## src/rtl/spg_pkg.sv

```systemverilog
// Switch press gesture detector: shared types, codes and constants.
// No dependencies.
`default_nettype none

package spg_pkg;

    localparam int SWITCH_COUNT = 4;
    localparam int MAX_EVENTS   = 4;
    localparam int SW_W         = 2;
    localparam int ADDR_W       = 3;

    localparam logic [1:0] FUNC_PRESS   = 2'd0;
    localparam logic [1:0] FUNC_RELEASE = 2'd1;
    localparam logic [1:0] FUNC_TICK    = 2'd2;

    localparam logic [2:0] EV_INITIAL    = 3'd0;
    localparam logic [2:0] EV_LONG       = 3'd1;
    localparam logic [2:0] EV_SHORT_REL  = 3'd2;
    localparam logic [2:0] EV_LONG_REL   = 3'd3;
    localparam logic [2:0] EV_MULTI_ON   = 3'd4;
    localparam logic [2:0] EV_MULTI_DONE = 3'd5;

    localparam logic [15:0] LONG_TICKS_RESET   = 16'd5000;
    localparam logic [15:0] WINDOW_TICKS_RESET = 16'd500;

    localparam logic [ADDR_W-1:0] REG_LONG_ADDR   = 3'd0;
    localparam logic [ADDR_W-1:0] REG_WINDOW_ADDR = 3'd4;

    typedef struct packed {
        logic [SW_W-1:0] sw;
        logic [2:0]      code;
        logic [7:0]      count;
    } spg_event_t;

    typedef struct packed {
        spg_event_t [MAX_EVENTS-1:0] ev;
        logic [2:0]                  num;
        logic                        ind;
    } spg_batch_t;

endpackage

`default_nettype wire

```

## src/rtl/spg_cfg.sv

```systemverilog
// Switch press gesture detector: APB register file for the two timer loads.
// Depends on spg_pkg.
`default_nettype none

module spg_cfg
    import spg_pkg::*;
(
    input  wire logic              clk,
    input  wire logic              rst_n,
    input  wire logic              psel,
    input  wire logic              penable,
    input  wire logic              pwrite,
    input  wire logic [ADDR_W-1:0] paddr,
    input  wire logic [31:0]       pwdata,
    output logic [31:0]            prdata,
    output logic                   pready,
    output logic [15:0]            long_ticks,
    output logic [15:0]            window_ticks
);

    logic [15:0] long_ticks_reg;
    logic [15:0] window_ticks_reg;
    logic [15:0] wval;
    logic        wr_en;

    assign pready = 1'b1;
    assign wr_en  = psel && penable && pwrite;
    assign wval   = (pwdata[15:0] == 16'd0) ? 16'd1 : pwdata[15:0];

    always_ff @(posedge clk or negedge rst_n)
    begin
        if (!rst_n)
        begin
            long_ticks_reg   <= LONG_TICKS_RESET;
            window_ticks_reg <= WINDOW_TICKS_RESET;
        end
        else if (wr_en)
        begin
            // low address bits ignored: word decode only
            if (paddr[2] == REG_WINDOW_ADDR[2])
            begin
                window_ticks_reg <= wval;
            end
            else
            begin
                long_ticks_reg <= wval;
            end
        end
    end

    always_comb
    begin
        if (paddr[2] == REG_WINDOW_ADDR[2])
        begin
            prdata = {16'd0, window_ticks_reg};
        end
        else
        begin
            prdata = {16'd0, long_ticks_reg};
        end
    end

    assign long_ticks   = long_ticks_reg;
    assign window_ticks = window_ticks_reg;

endmodule

`default_nettype wire

```

## src/rtl/spg_core.sv

```systemverilog
// Switch press gesture detector: input register, per-switch gesture state
// and timers, and event generation for one item. Depends on spg_pkg.
`default_nettype none

module spg_core
    import spg_pkg::*;
(
    input  wire logic            clk,
    input  wire logic            rst_n,
    input  wire logic            in_valid,
    output logic                 in_ready,
    input  wire logic [1:0]      func,
    input  wire logic [SW_W-1:0] switch_index,
    input  wire logic [15:0]     long_ticks,
    input  wire logic [15:0]     window_ticks,
    input  wire logic            buf_free,
    output logic                 batch_load,
    output spg_batch_t           batch
);

    logic                    ivalid_reg;
    logic [1:0]              func_reg;
    logic [SW_W-1:0]         sw_reg;

    logic [SWITCH_COUNT-1:0] held_reg, held_next;
    logic [SWITCH_COUNT-1:0] sent_reg, sent_next;
    logic [SWITCH_COUNT-1:0] open_reg, open_next;
    logic [7:0]              count_reg  [SWITCH_COUNT];
    logic [7:0]              count_next [SWITCH_COUNT];
    logic [15:0]             long_reg   [SWITCH_COUNT];
    logic [15:0]             long_next  [SWITCH_COUNT];
    logic [15:0]             win_reg    [SWITCH_COUNT];
    logic [15:0]             win_next   [SWITCH_COUNT];

    logic                    fire;
    logic [7:0]              inc_count;

    assign fire       = ivalid_reg && buf_free;
    assign in_ready   = !ivalid_reg || buf_free;
    assign batch_load = fire;

    always_ff @(posedge clk or negedge rst_n)
    begin
        if (!rst_n)
        begin
            ivalid_reg <= 1'b0;
        end
        else if (in_ready)
        begin
            ivalid_reg <= in_valid;
        end
    end

    always_ff @(posedge clk)
    begin
        if (in_ready && in_valid)
        begin
            func_reg <= func;
            sw_reg   <= switch_index;
        end
    end

    always_comb
    begin
        inc_count = (count_reg[sw_reg] != 8'd255) ? count_reg[sw_reg] + 8'd1
                                                  : count_reg[sw_reg];
        held_next = held_reg;
        sent_next = sent_reg;
        open_next = open_reg;
        for (int i = 0; i < SWITCH_COUNT; i++)
        begin
            count_next[i] = count_reg[i];
            long_next[i]  = long_reg[i];
            win_next[i]   = win_reg[i];
        end
        for (int k = 0; k < MAX_EVENTS; k++)
        begin
            batch.ev[k] = '0;
        end
        batch.num = 3'd0;

        case (func_reg)
            FUNC_PRESS:
            begin
                held_next[sw_reg]    = 1'b1;
                batch.ev[0].sw       = sw_reg;
                batch.ev[0].code     = EV_INITIAL;
                if (open_reg[sw_reg])
                begin
                    win_next[sw_reg]   = 16'd0;
                    count_next[sw_reg] = inc_count;
                    batch.ev[1].sw     = sw_reg;
                    batch.ev[1].code   = EV_MULTI_ON;
                    batch.ev[1].count  = inc_count;
                    batch.num          = 3'd2;
                end
                else
                begin
                    long_next[sw_reg] = long_ticks;
                    batch.num         = 3'd1;
                end
            end
            FUNC_RELEASE:
            begin
                held_next[sw_reg] = 1'b0;
                long_next[sw_reg] = 16'd0;
                batch.ev[0].sw    = sw_reg;
                batch.num         = 3'd1;
                if (sent_reg[sw_reg])
                begin
                    sent_next[sw_reg]  = 1'b0;
                    win_next[sw_reg]   = 16'd0;
                    open_next[sw_reg]  = 1'b0;
                    count_next[sw_reg] = 8'd0;
                    batch.ev[0].code   = EV_LONG_REL;
                end
                else
                begin
                    batch.ev[0].code = EV_SHORT_REL;
                    if (!open_reg[sw_reg])
                    begin
                        count_next[sw_reg] = 8'd1;
                    end
                    open_next[sw_reg] = 1'b1;
                    win_next[sw_reg]  = window_ticks;
                end
            end
            FUNC_TICK:
            begin
                // scan low switch first, long timer before window timer
                for (int i = 0; i < SWITCH_COUNT; i++)
                begin
                    if (long_reg[i] != 16'd0)
                    begin
                        long_next[i] = long_reg[i] - 16'd1;
                        if (long_reg[i] == 16'd1 && held_reg[i] && !sent_reg[i]
                            && !open_reg[i])
                        begin
                            sent_next[i] = 1'b1;
                            if (batch.num < 3'(MAX_EVENTS))
                            begin
                                batch.ev[batch.num[1:0]].sw    = SW_W'(i);
                                batch.ev[batch.num[1:0]].code  = EV_LONG;
                                batch.ev[batch.num[1:0]].count = 8'd0;
                                batch.num = batch.num + 3'd1;
                            end
                        end
                    end
                    if (win_reg[i] != 16'd0)
                    begin
                        win_next[i] = win_reg[i] - 16'd1;
                        if (win_reg[i] == 16'd1)
                        begin
                            open_next[i]  = 1'b0;
                            count_next[i] = 8'd0;
                            if (batch.num < 3'(MAX_EVENTS))
                            begin
                                batch.ev[batch.num[1:0]].sw    = SW_W'(i);
                                batch.ev[batch.num[1:0]].code  = EV_MULTI_DONE;
                                batch.ev[batch.num[1:0]].count =
                                    (count_reg[i] != 8'd0) ? count_reg[i] : 8'd1;
                                batch.num = batch.num + 3'd1;
                            end
                        end
                    end
                end
            end
            default:
            begin
            end
        endcase

        batch.ind = |held_next;
    end

    always_ff @(posedge clk or negedge rst_n)
    begin
        if (!rst_n)
        begin
            held_reg <= '0;
            sent_reg <= '0;
            open_reg <= '0;
            for (int i = 0; i < SWITCH_COUNT; i++)
            begin
                count_reg[i] <= 8'd0;
                long_reg[i]  <= 16'd0;
                win_reg[i]   <= 16'd0;
            end
        end
        else if (fire)
        begin
            held_reg <= held_next;
            sent_reg <= sent_next;
            open_reg <= open_next;
            for (int i = 0; i < SWITCH_COUNT; i++)
            begin
                count_reg[i] <= count_next[i];
                long_reg[i]  <= long_next[i];
                win_reg[i]   <= win_next[i];
            end
        end
    end

endmodule

`default_nettype wire

```

## src/rtl/spg_outbuf.sv

```systemverilog
// Switch press gesture detector: result buffer of one item's events, handed
// out one beat per cycle while out_ready is high. Depends on spg_pkg.
`default_nettype none

module spg_outbuf
    import spg_pkg::*;
(
    input  wire logic            clk,
    input  wire logic            rst_n,
    input  wire logic            batch_load,
    input  wire spg_batch_t      batch,
    output logic                 buf_free,
    output logic                 out_valid,
    input  wire logic            out_ready,
    output logic [SW_W-1:0]      switch_number,
    output logic [2:0]           event_code,
    output logic [7:0]           press_count,
    output logic                 indicator_on,
    output logic                 last_of_run
);

    spg_event_t       ev_reg [MAX_EVENTS];
    logic [2:0]       num_reg;
    logic [1:0]       idx_reg;
    logic             ind_reg;
    logic             last;

    assign out_valid = (num_reg != 3'd0);
    assign last      = ({1'b0, idx_reg} == (num_reg - 3'd1));
    assign buf_free  = !out_valid || (out_ready && last);

    always_ff @(posedge clk or negedge rst_n)
    begin
        if (!rst_n)
        begin
            num_reg <= 3'd0;
            idx_reg <= 2'd0;
        end
        else if (batch_load)
        begin
            num_reg <= batch.num;
            idx_reg <= 2'd0;
        end
        else if (out_valid && out_ready)
        begin
            if (last)
            begin
                num_reg <= 3'd0;
                idx_reg <= 2'd0;
            end
            else
            begin
                idx_reg <= idx_reg + 2'd1;
            end
        end
    end

    always_ff @(posedge clk)
    begin
        if (batch_load)
        begin
            for (int k = 0; k < MAX_EVENTS; k++)
            begin
                ev_reg[k] <= batch.ev[k];
            end
            ind_reg <= batch.ind;
        end
    end

    assign switch_number = ev_reg[idx_reg].sw;
    assign event_code    = ev_reg[idx_reg].code;
    assign press_count   = ev_reg[idx_reg].count;
    assign indicator_on  = ind_reg;
    assign last_of_run   = last;

endmodule

`default_nettype wire

```

## src/rtl/switch_press_gesture_detector_unit.sv

```systemverilog
// An accepted beat waits in the core's input register until the result
// buffer is free, then loads its events there; they are handed out one per
// cycle while out_ready is high. A new item is taken while the buffer still
// holds the last events; it waits until the last of them is taken.
// Reset: rst_n asynchronous, active low; all gesture state and timers clear,
// timer registers load 5000 and 500.
`default_nettype none

module switch_press_gesture_detector_unit
    import spg_pkg::*;
(
    input  wire logic              clk,
    input  wire logic              rst_n,
    input  wire logic              psel,
    input  wire logic              penable,
    input  wire logic              pwrite,
    input  wire logic [ADDR_W-1:0] paddr,
    input  wire logic [31:0]       pwdata,
    output logic [31:0]            prdata,
    output logic                   pready,
    input  wire logic              in_valid,
    output logic                   in_ready,
    input  wire logic [1:0]        func,
    input  wire logic [SW_W-1:0]   switch_index,
    output logic                   out_valid,
    input  wire logic              out_ready,
    output logic [SW_W-1:0]        switch_number,
    output logic [2:0]             event_code,
    output logic [7:0]             press_count,
    output logic                   indicator_on,
    output logic                   last_of_run
);

    logic [15:0] long_ticks;
    logic [15:0] window_ticks;
    logic        buf_free;
    logic        batch_load;
    spg_batch_t  batch;

    spg_cfg u_cfg (
        .clk          (clk),
        .rst_n        (rst_n),
        .psel         (psel),
        .penable      (penable),
        .pwrite       (pwrite),
        .paddr        (paddr),
        .pwdata       (pwdata),
        .prdata       (prdata),
        .pready       (pready),
        .long_ticks   (long_ticks),
        .window_ticks (window_ticks)
    );

    spg_core u_core (
        .clk          (clk),
        .rst_n        (rst_n),
        .in_valid     (in_valid),
        .in_ready     (in_ready),
        .func         (func),
        .switch_index (switch_index),
        .long_ticks   (long_ticks),
        .window_ticks (window_ticks),
        .buf_free     (buf_free),
        .batch_load   (batch_load),
        .batch        (batch)
    );

    spg_outbuf u_outbuf (
        .clk           (clk),
        .rst_n         (rst_n),
        .batch_load    (batch_load),
        .batch         (batch),
        .buf_free      (buf_free),
        .out_valid     (out_valid),
        .out_ready     (out_ready),
        .switch_number (switch_number),
        .event_code    (event_code),
        .press_count   (press_count),
        .indicator_on  (indicator_on),
        .last_of_run   (last_of_run)
    );

endmodule

`default_nettype wire

```

## config.mk

```make
export PLATFORM = sky130hd
export DESIGN_NAME = switch_press_gesture_detector_unit
export DESIGN_NICKNAME = d
export VERILOG_FILES = /design/src/rtl/spg_pkg.sv /design/src/rtl/spg_cfg.sv /design/src/rtl/spg_core.sv /design/src/rtl/spg_outbuf.sv /design/src/rtl/switch_press_gesture_detector_unit.sv
export SDC_FILE = /design/constraint.sdc
export NUM_CORES = 1
export LEC_CHECK = 0
export ABC_CLOCK_PERIOD_IN_PS = 10250
export BUFFER_PORTS_ARGS = -buffer_cell sky130_fd_sc_hd__buf_2
export CORE_UTILIZATION = 59
export CTS_BUF_LIST = sky130_fd_sc_hd__clkbuf_4 sky130_fd_sc_hd__clkbuf_8 sky130_fd_sc_hd__clkbuf_16
export CTS_CLUSTER_DIAMETER = 100
export DETAILED_ROUTE_END_ITERATION = 16
export GPL_TIMING_DRIVEN = 1
export PLACE_DENSITY = 0.82
export SYNTH_ARGS = -nofsm -noshare
export SYNTH_HDL_FRONTEND = slang
export SYNTH_SLANG_ARGS = --single-unit
```

## constraint.sdc

```tcl
create_clock -name clk -period 10.25 [get_ports clk]
set_input_delay 1.5375 -clock clk [delete_from_list [all_inputs] [get_ports clk]]
set_output_delay 1.5375 -clock clk [all_outputs]
set_load 0.1 [all_outputs]
```

### Word-level counts from Yosys, hierarchy flattened

Memory sizes are Yosys's and may differ from the RTL's.
Index checks and enable logic that the tools add are counted.

* RAM bits: 52
* bits in registers: 215
* logic and storage cells: 381
* memories: 1
* output and inout port bits: 50

* multiplexer cells: 178
* reductions and logical operators: 82
* equal/unequal tests: 32
* bitwise gates (word level): 16
* add/sub/neg operators: 18
* magnitude comparators: 25

Memory list
* u_outbuf.ev_reg: words 4, width 13, rd ports 1, clocked after memory_dff 0, write ports 4, line spg_outbuf.sv:22 `spg_event_t ev_reg [MAX_EVENTS];`

Operator list (count)
* $mux W55: 27
* $bwmux W52: 21
* $demux W13 S2: 21
* $pmux W64 S3: 2
* $mux W16: 13
* $mux W64: 3
* $mux W8: 24
* $and A64 B64 Y64: 2
* $bwmux W64: 2
* $eq A16 B1 Y1 const B: 8
* $reduce_bool A16 Y1: 8
* $sub A16 B1 Y16 const B: 8
* $mux W13: 8
* $mux W32: 3
* $pmux W32 S3: 1
* $mux W11: 7
* $not A64 Y64: 1
* $reduce_and A4 Y1: 12
* $ne A2 B1 Y1 const B: 18
* $and A32 B32 Y32: 1
* $bwmux W32: 1
* $demux W16 S2: 1
* $not A32 Y32: 1
* $reduce_bool A8 Y1: 4
* 47 further kinds: 154

### Longest topological paths before layout

* depth after elaboration: 85
* mapped depth: 30

### By module

Synthesis repeated with hierarchy kept, for this count alone.

* cell total of the unflattened synthesis: 2141
* area total of the unflattened synthesis: 18251.3 µm²

Modules (own cells, without submodules)
* spg_core: area each 14362.5 µm², sequential area each 4449.3 µm², times used 1, cells an instance 1923
* spg_outbuf: area each 2247.2 µm², sequential area each 1716.6 µm², times used 1, cells an instance 104
* spg_cfg: area each 1641.6 µm², sequential area each 814.5 µm², times used 1, cells an instance 114

### Worst setup path before layout

Ideal clock, no wire load.

* path type: register to register
* from: register u_core.long_reg[53] (netlist bit)
* to: memory u_outbuf.ev_reg[0][1] (netlist bit), data pin
* setup time: 0.256 ns
* required time: 9.994 ns
* period minus slack after synthesis: 6.663 ns
* data arrival time: 6.406 ns
* path slack: 3.587 ns
* cell stages (with the launch flop): 25
* cell sequence: dfrtp_1 -> buf_6 -> or4_4 -> or3_1 -> buf_6 -> nor3_4 -> ha_1 -> mux2_4 -> ha_1 -> nand2_1 -> o21ai_0 -> ha_1 -> and3_1 -> or3_1 -> ha_1 -> a2111oi_4 -> mux2i_1 -> inv_1 -> ha_1 -> mux2i_1 -> inv_1 -> ha_1 -> and3_2 -> clkdlybuf4s25_2 -> a22o_1

RTL lines
* from (decl): line spg_core.sv:30 `logic [15:0] long_reg [SWITCH_COUNT];`
* from (signal, indexed assignment): line spg_core.sv:198 `long_reg[i] <= long_next[i];`
* to (decl): line spg_outbuf.sv:22

==> results.cfg <==
[status]
outcome = complete, no violations

[critical_path]
path_common_cell = ha_1
worst_setup_path_end_kind = flop
slowest_delay_ps = 660
crit_path_cell_trace = or4_1 -> nor4_1 -> and3_1 -> ha_1 -> mux2_4 -> ha_1 -> nand2_1 -> o21ai_0 -> ha_1 -> and3_1 -> or3_1 -> ha_1 -> a2111oi_4 -> mux2i_1 -> inv_1 -> ha_1 -> a21o_1 -> nor2_1 -> and2_1 -> a21oi_1 -> a22oi_1 -> nor2_1
worst_setup_path_start_kind = flop
cp_max_fo = 13
critPathRequiredTime_ps = 10530
worst-setup-path-type = flop to flop
arrival_ps = 8300
slowest_stage = or4_1

[power]
power.leakage_nw = 7.547
power.switching_mw = 2.803
p_clk_frac = 0.188
internal_power_mw = 3.022
peakVddDrop_uv = 245.4
pwr-share-comb = 0.488
power_mw = 5.825
p_seq_frac = 0.323
power_density_nw_per_um2 = 312.2
swShare = 0.4812

[sta]
drv_slew = 0
post-route-period-util = 0.7825
worst_pin_slew_ps = 1263
tns_ps = 0
hold_viol_final = 0
relSlewSlack = 0.1490
setup_slack_ps = 2229
finalSetupViolCount = 0
fmax_mhz = 124.7
post-route-min-period_ps = 8021
rsz0062_at_grt = false
finalClockSkew_ps = 10.83

[flow_run]
drv_cap = 0

[cts]
post_cts_buffers = 0
cts_inserted_buffers = 29
clk_latency_ps = 560
clockRootBuffer = clkbuf_16
path_clk_slew_ps = 60
ctsHoldBuffers = 0
cts_resized = 0
cts_sinks = 264
htreeDepth = 1
cts_tree = done
cts.path.max_buffers = 3

[die]
die_w_um = 173.0
initial_core_util = 0.6008
rows = 62
die-area_um2 = 29920
ioPinCount = 96
core_area_um2 = 28700
die_y_um = 173.0

[global_routing]
grt_pass1_vias = 14850
grt_usage = 0.3399
grt_pass1_wl_mm = 81.46
antenna_found_initial = 1
grt_start_max_net_pins = 77
overflow = 0

[synthesis]
synthTopCellsByCount = 223 x o21ai_0, 199 x dfrtp_1, 194 x nand2_1
synth_top_flop_cell = dfrtp_1
synth-edff-count = 54
ys_async_sr_fraction = 0.7955
synth_cells = 1920
synth-seq-cells = 264
avgSynthCellArea_um2 = 8.982
synth_area_leaders = dfrtp_1 29%, edfxtp_1 9.4%, o21ai_0 6.5%
synth.most_common_cell = o21ai_0
synth_top_area_cell = dfrtp_1
synth_top_area_frac = 0.2888
syn_area_um2 = 17250
yosysSeqAreaShare = 0.3996
synth.distinct_cells = 93
yosysWarnings = 0

[final_layout]
fillers = 2367
layout-drive-gt1-share = 0.1268
fin_nets = 2017
syn_to_final_growth_pct = 8.184

[drt]
wl_per_cell_um = 22.10
wl_mm = 51.37
vias = 15820
m1WireLength_mm = 20.36
top_layer_used = met4
dr.pass1.iters = 9
wl_met2_mm = 23.76
wl_met3_mm = 5.080
drtIter0Drc = 1753
drt.antenna.violating_nets = 0
avgViaCountPerCell = 6.805
drcViolationCount = 0

[placed_design]
dpl.hpwl_mm = 35.82
gp_congestion = 0.9663
place_ws_ps = 2472
port-buffer-count = 60

[hold_path]
hp-class = flop to flop
[final cells by class]
class,instances,area [um^2],share of cell area
Multi-Input combinational cell,1480,9570,0.5130
Sequential cell,264,6890,0.3693
Clock buffer,36,809.5,0.04339
Timing Repair Buffer,84,489.2,0.02622
Tap cell,384,480.5,0.02575
Inverter,59,221.5,0.01187
Clock inverter,17,192.7,0.01033
Antenna cell,1,2.502,0.0001341
[placed cells by master, fill, tap and decap left out, drive strengths merged, types with 11 or more instances in the layout]
cell type  instances
edfxtp            54
nor2b             23
nor4              47
nor2             170
a22oi             68
ha                53
buf               83
a22o              52
inv               59
or3               13
xor2              27
o22ai             18
dfrtp            199
nor3              67
o21ai            228
xnor2             42
mux4              21
a31oi             15
dfstp             11
a221oi            21
clkbuf            37
mux2i             12
nand3             31
and2              22
a21oi            112
conb              17
and3              24
nand2            194
a32oi             18
mux2              46
[final timing paths]
| check | slack [ps] | startpoint | end | cells past startpoint |
|---|---|---|---|---|
| worst max-delay path | 2230 | u_core.win_reg[54] | u_outbuf.ev_reg[2][3] | 22 |
| worst min-delay path | 510 | u_core.long_reg[23] | u_core.long_reg[23] | 2 |
| worst max register to register | 2230 | u_core.win_reg[54] | u_outbuf.ev_reg[2][3] | 22 |
| worst min register to register | 510 | u_core.long_reg[23] | u_core.long_reg[23] | 2 |
| max in group asynchronous | 6990 | rst_n | u_core.win_reg[58] | 3 |
| min in group asynchronous | 980 | rst_n | u_core.win_reg[9] | 1 |
[cell families after synthesis]
kind of cell | synth area share
muxes | 0.06464
AOI/OAI and AO/OA | 0.2274
DFF | 0.3996
xor gates and xnor gates | 0.03744
and+or+nand+nor | 0.1825
other | 0.0004355
adders and majority gates | 0.03845
buffers and inverters | 0.04963
[power by group through the flow]
stage / Sequential (mW) / Combinational [mW] / Clock [mW]
2_1_floorplan: 1.73 / 2.25 / 0
3_3_place_gp: 1.85 / 2.71 / 0
3_5_place_dp: 1.88 / 2.78 / 0
4_1_cts: 1.86 / 2.79 / 1.11
5_1_grt: 1.93 / 3.07 / 1.14
6_report: 1.88 / 2.85 / 1.10
[routing by layer]
metal,global-route usage,vias to the layer above
li1,-,7092
met1,0.4594,7614
met2,0.5395,953
met3,0.06157,162
met4,0.1442,0
met5,0,-
[metrics by stage]
stage / instances / hold slack [ps] / utilization / instance area, um^2
after detailed placement: 2271 / 493.7 / 0.6150 / 17650
final: 2325 / 508.9 / 0.6500 / 18660
after floorplan: 1935 / 461.4 / - / 17300
after global placement: 2271 / 479.8 / 0.6150 / 17650
after global routing: 2324 / 539.3 / 0.6499 / 18650
after CTS: 2324 / 507.7 / 0.6499 / 18650
[critical path, delay by kind of cell, from the launching register on]
family	cells	cell delay (ps)
AOI/OAI and AO/OA	5	1470
DFF	1	420
adders and majority gates	5	1480
buffers and inverters	1	120
and+or+nand+nor	9	3440
muxes	2	780
Power figures use the tool's default switching activity.
